### src/hw/rtl/codk_pkg.sv
// ----------------------------------------------------------------------------
// codk_pkg
// Shared types, constants and microcode for the clock offset/drift filter.
// ----------------------------------------------------------------------------
package codk_pkg;

  localparam int FRAC_BITS = 24;
  localparam int W = 64;

  localparam logic [W-1:0] SIGN_VAL    = {1'b1, {(W-1){1'b0}}};
  localparam logic [W-1:0] MAX_VAL     = {1'b0, {(W-1){1'b1}}};
  localparam logic [W-1:0] Q_ONE       = W'(64'd1) << FRAC_BITS;
  localparam logic [W-1:0] Q_QUARTER   = W'(64'd1) << (FRAC_BITS - 2);
  localparam logic [W-1:0] Q_OO_INIT   = W'(64'd1000000000) << FRAC_BITS;
  localparam logic [W-1:0] Q_DD_INIT   = W'(64'd1000) << FRAC_BITS;
  localparam logic [62:0]  ONR_RESET   = 63'd16777216;
  localparam logic [62:0]  DNR_RESET   = 63'd16777;

  typedef enum logic [1:0] {
    MODE_PREDICT = 2'd0,
    MODE_UPDATE  = 2'd1,
    MODE_LOAD    = 2'd2,
    MODE_NONE    = 2'd3
  } mode_t;

  typedef enum logic [0:0] {
    CFG_OFFSET_NOISE = 1'b0,
    CFG_DRIFT_NOISE  = 1'b1
  } cfg_idx_t;

  typedef enum logic [2:0] {
    OP_ADD, OP_SUB, OP_MUL, OP_DIV, OP_SKIPNP, OP_LOCK, OP_END
  } op_t;

  typedef enum logic [3:0] {
    R_OE, R_DE, R_P00, R_P01, R_P10, R_P11, R_NO, R_ND,
    R_IN, R_MV, R_T0, R_T1, R_T2, R_T3, R_T4, R_ONE
  } reg_sel_t;

  typedef struct packed {
    op_t      op;
    reg_sel_t a;
    reg_sel_t b;
    reg_sel_t d;
  } uop_t;

  typedef enum logic [2:0] {
    S_IDLE, S_FETCH, S_EXEC, S_WAIT, S_DONE
  } seq_state_t;

  typedef enum logic [1:0] {
    A_IDLE, A_MUL, A_DIV
  } alu_state_t;

  localparam logic [5:0] PC_PREDICT = 6'd0;
  localparam logic [5:0] PC_UPDATE  = 6'd17;

  function automatic uop_t ucode(input logic [5:0] pc);
    uop_t u;
    u = '{OP_END, R_OE, R_OE, R_OE};
    case (pc)
      // predict
      6'd0:  u = '{OP_SKIPNP, R_IN,  R_IN,  R_IN};
      6'd1:  u = '{OP_MUL,    R_DE,  R_IN,  R_T0};
      6'd2:  u = '{OP_ADD,    R_OE,  R_T0,  R_OE};
      6'd3:  u = '{OP_ADD,    R_P01, R_P10, R_T0};
      6'd4:  u = '{OP_MUL,    R_IN,  R_T0,  R_T0};
      6'd5:  u = '{OP_ADD,    R_P00, R_T0,  R_T0};
      6'd6:  u = '{OP_MUL,    R_IN,  R_IN,  R_T1};
      6'd7:  u = '{OP_MUL,    R_T1,  R_P11, R_T1};
      6'd8:  u = '{OP_ADD,    R_T0,  R_T1,  R_T0};
      6'd9:  u = '{OP_MUL,    R_IN,  R_P11, R_T1};
      6'd10: u = '{OP_MUL,    R_NO,  R_IN,  R_T2};
      6'd11: u = '{OP_ADD,    R_T0,  R_T2,  R_P00};
      6'd12: u = '{OP_ADD,    R_P01, R_T1,  R_P01};
      6'd13: u = '{OP_ADD,    R_P10, R_T1,  R_P10};
      6'd14: u = '{OP_MUL,    R_ND,  R_IN,  R_T2};
      6'd15: u = '{OP_ADD,    R_P11, R_T2,  R_P11};
      6'd16: u = '{OP_END,    R_OE,  R_OE,  R_OE};
      // measurement update
      6'd17: u = '{OP_SUB,    R_IN,  R_OE,  R_T0};
      6'd18: u = '{OP_ADD,    R_P00, R_MV,  R_T1};
      6'd19: u = '{OP_SKIPNP, R_T1,  R_T1,  R_T1};
      6'd20: u = '{OP_DIV,    R_P00, R_T1,  R_T2};
      6'd21: u = '{OP_DIV,    R_P10, R_T1,  R_T3};
      6'd22: u = '{OP_MUL,    R_T2,  R_T0,  R_T4};
      6'd23: u = '{OP_ADD,    R_OE,  R_T4,  R_OE};
      6'd24: u = '{OP_MUL,    R_T3,  R_T0,  R_T4};
      6'd25: u = '{OP_ADD,    R_DE,  R_T4,  R_DE};
      6'd26: u = '{OP_SUB,    R_ONE, R_T2,  R_T2};
      6'd27: u = '{OP_MUL,    R_T3,  R_P00, R_T4};
      6'd28: u = '{OP_MUL,    R_T3,  R_P01, R_T0};
      6'd29: u = '{OP_MUL,    R_T2,  R_P00, R_P00};
      6'd30: u = '{OP_MUL,    R_T2,  R_P01, R_P01};
      6'd31: u = '{OP_SUB,    R_P10, R_T4,  R_P10};
      6'd32: u = '{OP_SUB,    R_P11, R_T0,  R_P11};
      6'd33: u = '{OP_LOCK,   R_OE,  R_OE,  R_OE};
      default: u = '{OP_END, R_OE, R_OE, R_OE};
    endcase
    return u;
  endfunction

  // magnitude to signed with clipping: {sat, value}
  function automatic logic [W:0] from_mag(input logic [W-1:0] m, input logic neg);
    logic [W:0] r;
    if (neg) begin
      if (m > SIGN_VAL) r = {1'b1, SIGN_VAL};
      else r = {1'b0, W'(-m)};
    end else begin
      if (m[W-1]) r = {1'b1, MAX_VAL};
      else r = {1'b0, m};
    end
    return r;
  endfunction

endpackage

### src/hw/rtl/codk_alu.sv
// ----------------------------------------------------------------------------
// codk_alu
// Shared saturating add/sub, Q-format multiply (four 32x32 partial products)
// and restoring divide (one quotient bit per cycle).
// ----------------------------------------------------------------------------
module codk_alu
  import codk_pkg::*;
(
  input  logic         clk,
  input  logic         rst,
  input  logic         start,
  input  op_t          op,
  input  logic [W-1:0] a,
  input  logic [W-1:0] b,
  output logic         done,
  output logic [W-1:0] res,
  output logic         sat
);

  alu_state_t state, state_next;
  logic [6:0]   cnt;
  logic [127:0] acc;
  logic [W-1:0] ua, ub, rem, qlo, quo;
  logic         neg;

  logic [W-1:0] ma, mb, sum, dif;
  logic         add_ovf, sub_ovf;
  logic [31:0]  ha, hb;
  logic [W-1:0] pp;
  logic [6:0]   sh;
  logic [W:0]   trial;
  logic         ge;
  logic [W-1:0] dhi;
  logic [W:0]   fm_mul, fm_div, fm_dsat;
  logic         mul_ovf;

  always_comb begin
    ma = a[W-1] ? W'(-a) : a;
    mb = b[W-1] ? W'(-b) : b;
    sum = a + b;
    dif = a - b;
    add_ovf = (a[W-1] == b[W-1]) && (sum[W-1] != a[W-1]);
    sub_ovf = (a[W-1] != b[W-1]) && (dif[W-1] != a[W-1]);
    dhi = W'(ma >> (W - FRAC_BITS));
    fm_dsat = {1'b1, ((a[W-1] != b[W-1]) ? SIGN_VAL : MAX_VAL)};
    ha = cnt[0] ? ua[63:32] : ua[31:0];
    hb = cnt[1] ? ub[63:32] : ub[31:0];
    pp = ha * hb;
    // partial product weight: 32 bits per high half
    sh = {cnt[0] & cnt[1], cnt[0] ^ cnt[1], 5'd0};
    trial = {rem, qlo[W-1]};
    ge = trial >= {1'b0, ub};
    mul_ovf = |acc[127:W+FRAC_BITS];
    fm_mul = from_mag(acc[W+FRAC_BITS-1:FRAC_BITS], neg);
    fm_div = from_mag(quo, neg);
  end

  always_comb begin
    state_next = state;
    case (state)
      A_IDLE: begin
        if (start && op == OP_MUL) state_next = A_MUL;
        else if (start && op == OP_DIV && mb != '0 && dhi < mb) state_next = A_DIV;
      end
      A_MUL: if (cnt == 7'd4) state_next = A_IDLE;
      A_DIV: if (cnt == 7'd64) state_next = A_IDLE;
      default: state_next = A_IDLE;
    endcase
  end

  always_ff @(posedge clk) begin
    if (rst) begin
      state <= A_IDLE;
      done <= 1'b0;
    end else begin
      state <= state_next;
      done <= 1'b0;
      case (state)
        A_IDLE: begin
          cnt <= '0;
          if (start) begin
            ua <= ma;
            ub <= mb;
            neg <= a[W-1] != b[W-1];
            acc <= 128'(1) << (FRAC_BITS - 1);
            rem <= dhi;
            qlo <= ma << FRAC_BITS;
            quo <= '0;
            case (op)
              OP_ADD: begin
                done <= 1'b1;
                sat <= add_ovf;
                res <= add_ovf ? (a[W-1] ? SIGN_VAL : MAX_VAL) : sum;
              end
              OP_SUB: begin
                done <= 1'b1;
                sat <= sub_ovf;
                res <= sub_ovf ? (a[W-1] ? SIGN_VAL : MAX_VAL) : dif;
              end
              OP_DIV: begin
                if (mb == '0 || dhi >= mb) begin
                  done <= 1'b1;
                  sat <= fm_dsat[W];
                  res <= fm_dsat[W-1:0];
                end
              end
              default: ;
            endcase
          end
        end
        A_MUL: begin
          cnt <= cnt + 7'd1;
          if (cnt == 7'd4) begin
            done <= 1'b1;
            sat <= mul_ovf | fm_mul[W];
            res <= mul_ovf ? (neg ? SIGN_VAL : MAX_VAL) : fm_mul[W-1:0];
          end else begin
            acc <= acc + (128'(pp) << sh);
          end
        end
        A_DIV: begin
          cnt <= cnt + 7'd1;
          if (cnt == 7'd64) begin
            done <= 1'b1;
            sat <= fm_div[W];
            res <= fm_div[W-1:0];
          end else begin
            rem <= ge ? W'(trial - {1'b0, ub}) : trial[W-1:0];
            quo <= {quo[W-2:0], ge};
            qlo <= qlo << 1;
          end
        end
        default: ;
      endcase
    end
  end

endmodule

### config.mk
export PLATFORM = sky130hd
export DESIGN_NAME = codk_alu
export DESIGN_NICKNAME = d
export VERILOG_FILES = /design/src/hw/rtl/codk_pkg.sv /design/src/hw/rtl/codk_alu.sv
export SDC_FILE = /design/constraint.sdc
export NUM_CORES = 2
export LEC_CHECK = 0
export BUFFER_PORTS_ARGS = -buffer_cell sky130_fd_sc_hd__buf_4
export CAP_MARGIN = 40
export CORE_MARGIN = 3
export CORE_UTILIZATION = 40
export CTS_CLUSTER_SIZE = 8
export DETAILED_ROUTE_END_ITERATION = 10
export GPL_TIMING_DRIVEN = 0
export PLACE_DENSITY = 0.52
export SKIP_CTS_REPAIR_TIMING = 1
export SYNTH_ARGS = -nofsm -noshare
export SYNTH_HDL_FRONTEND = slang
export SYNTH_SLANG_ARGS = --single-unit
### constraint.sdc
create_clock -name clk -period 14.02 [get_ports clk]
set_input_delay 2.804 -clock clk [delete_from_list [all_inputs] [get_ports clk]]
set_output_delay 2.804 -clock clk [all_outputs]
set_load 0.05 [all_outputs]
==> run metrics <==
type of the worst min-delay path reg2reg; Seq/Total Area, Yosys 18.46%; Crit path arrival time 14.22 ns; Setup-failing EPs final 0; fin crit period 13.72 ns; Final Cell Area 91260 um2; Crit Path Category reg2reg; CTS Buf Count 76; CTS Buffer Depth 3; met2 Use GR 52.48%; Synth Instances 9691; Ports 200; GR Overflow Total 0; Placer Congestion 1.064; # fillers 20170; nets 11780; R2R Setup Slk 0.30 ns; vias in the first global route 75040; most used cell, CP fa_1; Util after Layout 45.47%; CTS tree yes; yosys warns 0; Die Span X 456.4 um; predominant post-synthesis flop cell edfxtp_1; #FFs+latches synth 500; grt met3 use 7.285%; Clk pin slew, worst setup/hold paths 0.05 ns; synthesized net count 11340; CP required 14.52 ns; slew at the pin with the worst max-slew slack 1.076 ns; Final Cycle Share 97.86%; GR peak layer met2; Post-synth EDFFs 497; Mapped Area 81160 um2; clock skew 0.1044 ns; Seq. cell area 14980 um2; Layout area overhead 12.45%; Final Non-Filler Cells 12840; routed vias/inst 5.972; max incr delay on CP 0.67 ns; met1 track demand over resource 49.40%; final WL 375.7 mm; MaxCap Viol Count 0; H-tree depth 3; All-Layer GR Usage 35.28%; Hold Violations, Final 0; Cell variety after synth 91; layout cells sized above 1 8.166%; outcome completed; CP Capture Type flip-flop; DP Cell Count 12700; Crit Path Max Fanout 10; area of the multi-input gates 60360 um2; crit path max-delay cell type fa_2; Initial Util 40.44%; Post-synth ARST share 0%; Hold WS 0.5375 ns; achievable clock frequency 72.88 MHz; number of remaining DRC errors 0; DRT antenna net count 0; Slew HR 27.35%; Core ar. 200700 um2; detailed-route wire length per cell 29.26 um; Critical Path Source Type flip-flop; DIE AREA 208300 um2; Placed Instance Area 87940 um2; starting DRC count in detailed routing 8879; routed via count 76680; clk_lat worst skew 0.75 ns; clock root buffer clkbuf_16; initial antenna violation count 28; Pre-antenna DRT Iters 8; clock sink count 500; Slew Viols, Final 0; first-pass GRT wire length 537.6 mm; DIE HEIGHT 456.4 um; Syn Area/Cell 8.374 um2; count of input and output buffers 198; largest net degree at the start of global routing 56; number of cell rows 164; HPWL after DPL 319.6 mm
-- cell type report --
cell class / instances / area share [%]
multi-input cells: 7423 / 66.14
flip-flops and latches: 500 / 16.42
inverters: 1241 / 5.108
repair buffers: 374 / 3.839
well taps: 2656 / 3.641
plain buffers: 513 / 2.314
clock buffers: 96 / 2.190
clock inverters: 17 / 0.2920
diodes: 20 / 0.05484
-- cells by family (layout without fill, tap and decap cells) --
family / count (synthesis) / count (layout) / synth area share, %
simple gates: 3129 / 3129 / 17.80
compound gates: 2196 / 2196 / 17.19
buf+inv: 1768 / 2241 / 8.191
fa+ha+maj: 1516 / 1516 / 31.70
flops: 500 / 500 / 18.46
xor+xnor: 421 / 421 / 4.543
mux: 161 / 161 / 2.098
other cells: 0 / 20 / 0
-- flip-flops by register name, indices dropped and copies added (netlist names), 2 cells and up --
| signal | cells |
|---|---|
| acc | 128 |
| rem | 64 |
| quo | 64 |
| state | 2 |
| res | 64 |
| ub | 64 |
| ua | 64 |
| cnt | 7 |
| qlo | 40 |
-- critical path: cells and delay by family (launching register included) --
| family | cells | cell delay (ns) |
|---|---|---|
| xor gates and xnor gates | 2 | 0.32 |
| and+or+nand+nor | 11 | 2.52 |
| adders and majority gates | 10 | 5.30 |
| DFF | 1 | 0.31 |
| muxes | 1 | 0.17 |
| AOI/OAI and AO/OA | 13 | 2.98 |
| buffers and inverters | 12 | 1.83 |
-- layer usage --
layer	vias up	wire length (um)
met2	3914	159300
li1	33850	-
met3	728	35310
met5	-	80
met4	12	20000
met1	38170	161100
-- layout by cell type, fill, tap and decap left out, types with 77 or more instances in the layout --
master and count:
a21o_1 142, o21ai_0 457, nand2_1 943, xor2_1 108
o221ai_1 83, buf_4 244, edfxtp_1 497, nor2b_1 96
inv_1 1239, clkbuf_1 409, nor2_1 1083, nand3_1 90
nor3_1 138, nand4_1 135, and2_1 242, xnor2_1 305
a21oi_1 654, o21bai_1 96, ha_1 608, clkbuf_16 77
a31oi_1 105, fa_1 891
-- stage by stage --
step / setup slack [ns] / setup TNS (ns)
2_1_floorplan: 1.508 / 0
3_3_place_gp: -3.743 / -287.33
3_5_place_dp: -2.535 / -98.94
4_1_cts: -2.594 / -103.25
5_1_grt: -0.009033 / -0.009033
6_report: 0.2995 / 0
-- final timing paths --
check,cells after the start,startpoint,end
max,49,cnt[1],acc[120]
min,1,qlo[33],qlo[34]
max reg2reg,49,cnt[1],acc[120]
min reg2reg,1,qlo[33],qlo[34]
-- Yosys cell counts, types with 32 or more instances --
master | instances | area share [%]
a31oi_1 | 109 | 0.84
nor4_1 | 78 | 0.60
a211oi_1 | 35 | 0.32
mux2_2 | 73 | 1.0
buf_1 | 37 | 0.17
fa_1 | 901 | 22
or3_1 | 65 | 0.50
o21ai_0 | 475 | 2.9
a21o_1 | 142 | 1.3
or4_1 | 39 | 0.36
o21bai_1 | 96 | 0.89
and2_1 | 244 | 1.9
o31ai_1 | 77 | 0.71
nand4_1 | 135 | 1.0
nand2_1 | 943 | 4.4
nor2b_1 | 96 | 0.74
or2_2 | 36 | 0.28
nor3_1 | 139 | 0.86
and3_1 | 52 | 0.40
a221o_1 | 38 | 0.47
xor2_1 | 112 | 1.2
a21boi_0 | 32 | 0.30
a21oi_1 | 663 | 4.1
o22ai_1 | 62 | 0.48
nor2_1 | 1086 | 5.0
ha_1 | 614 | 9.5
o211ai_1 | 39 | 0.36
nand2b_1 | 69 | 0.53
mux2i_1 | 88 | 1.1
edfxtp_1 | 497 | 18
o221ai_1 | 83 | 0.90
clkbuf_1 | 486 | 2.2
inv_1 | 1239 | 5.7
xnor2_1 | 309 | 3.3
nand3_1 | 90 | 0.56
o21a_1 | 56 | 0.52
Power is not shown: default switching activity piles up to over one toggle a cycle in this logic, so the estimate is an artifact.
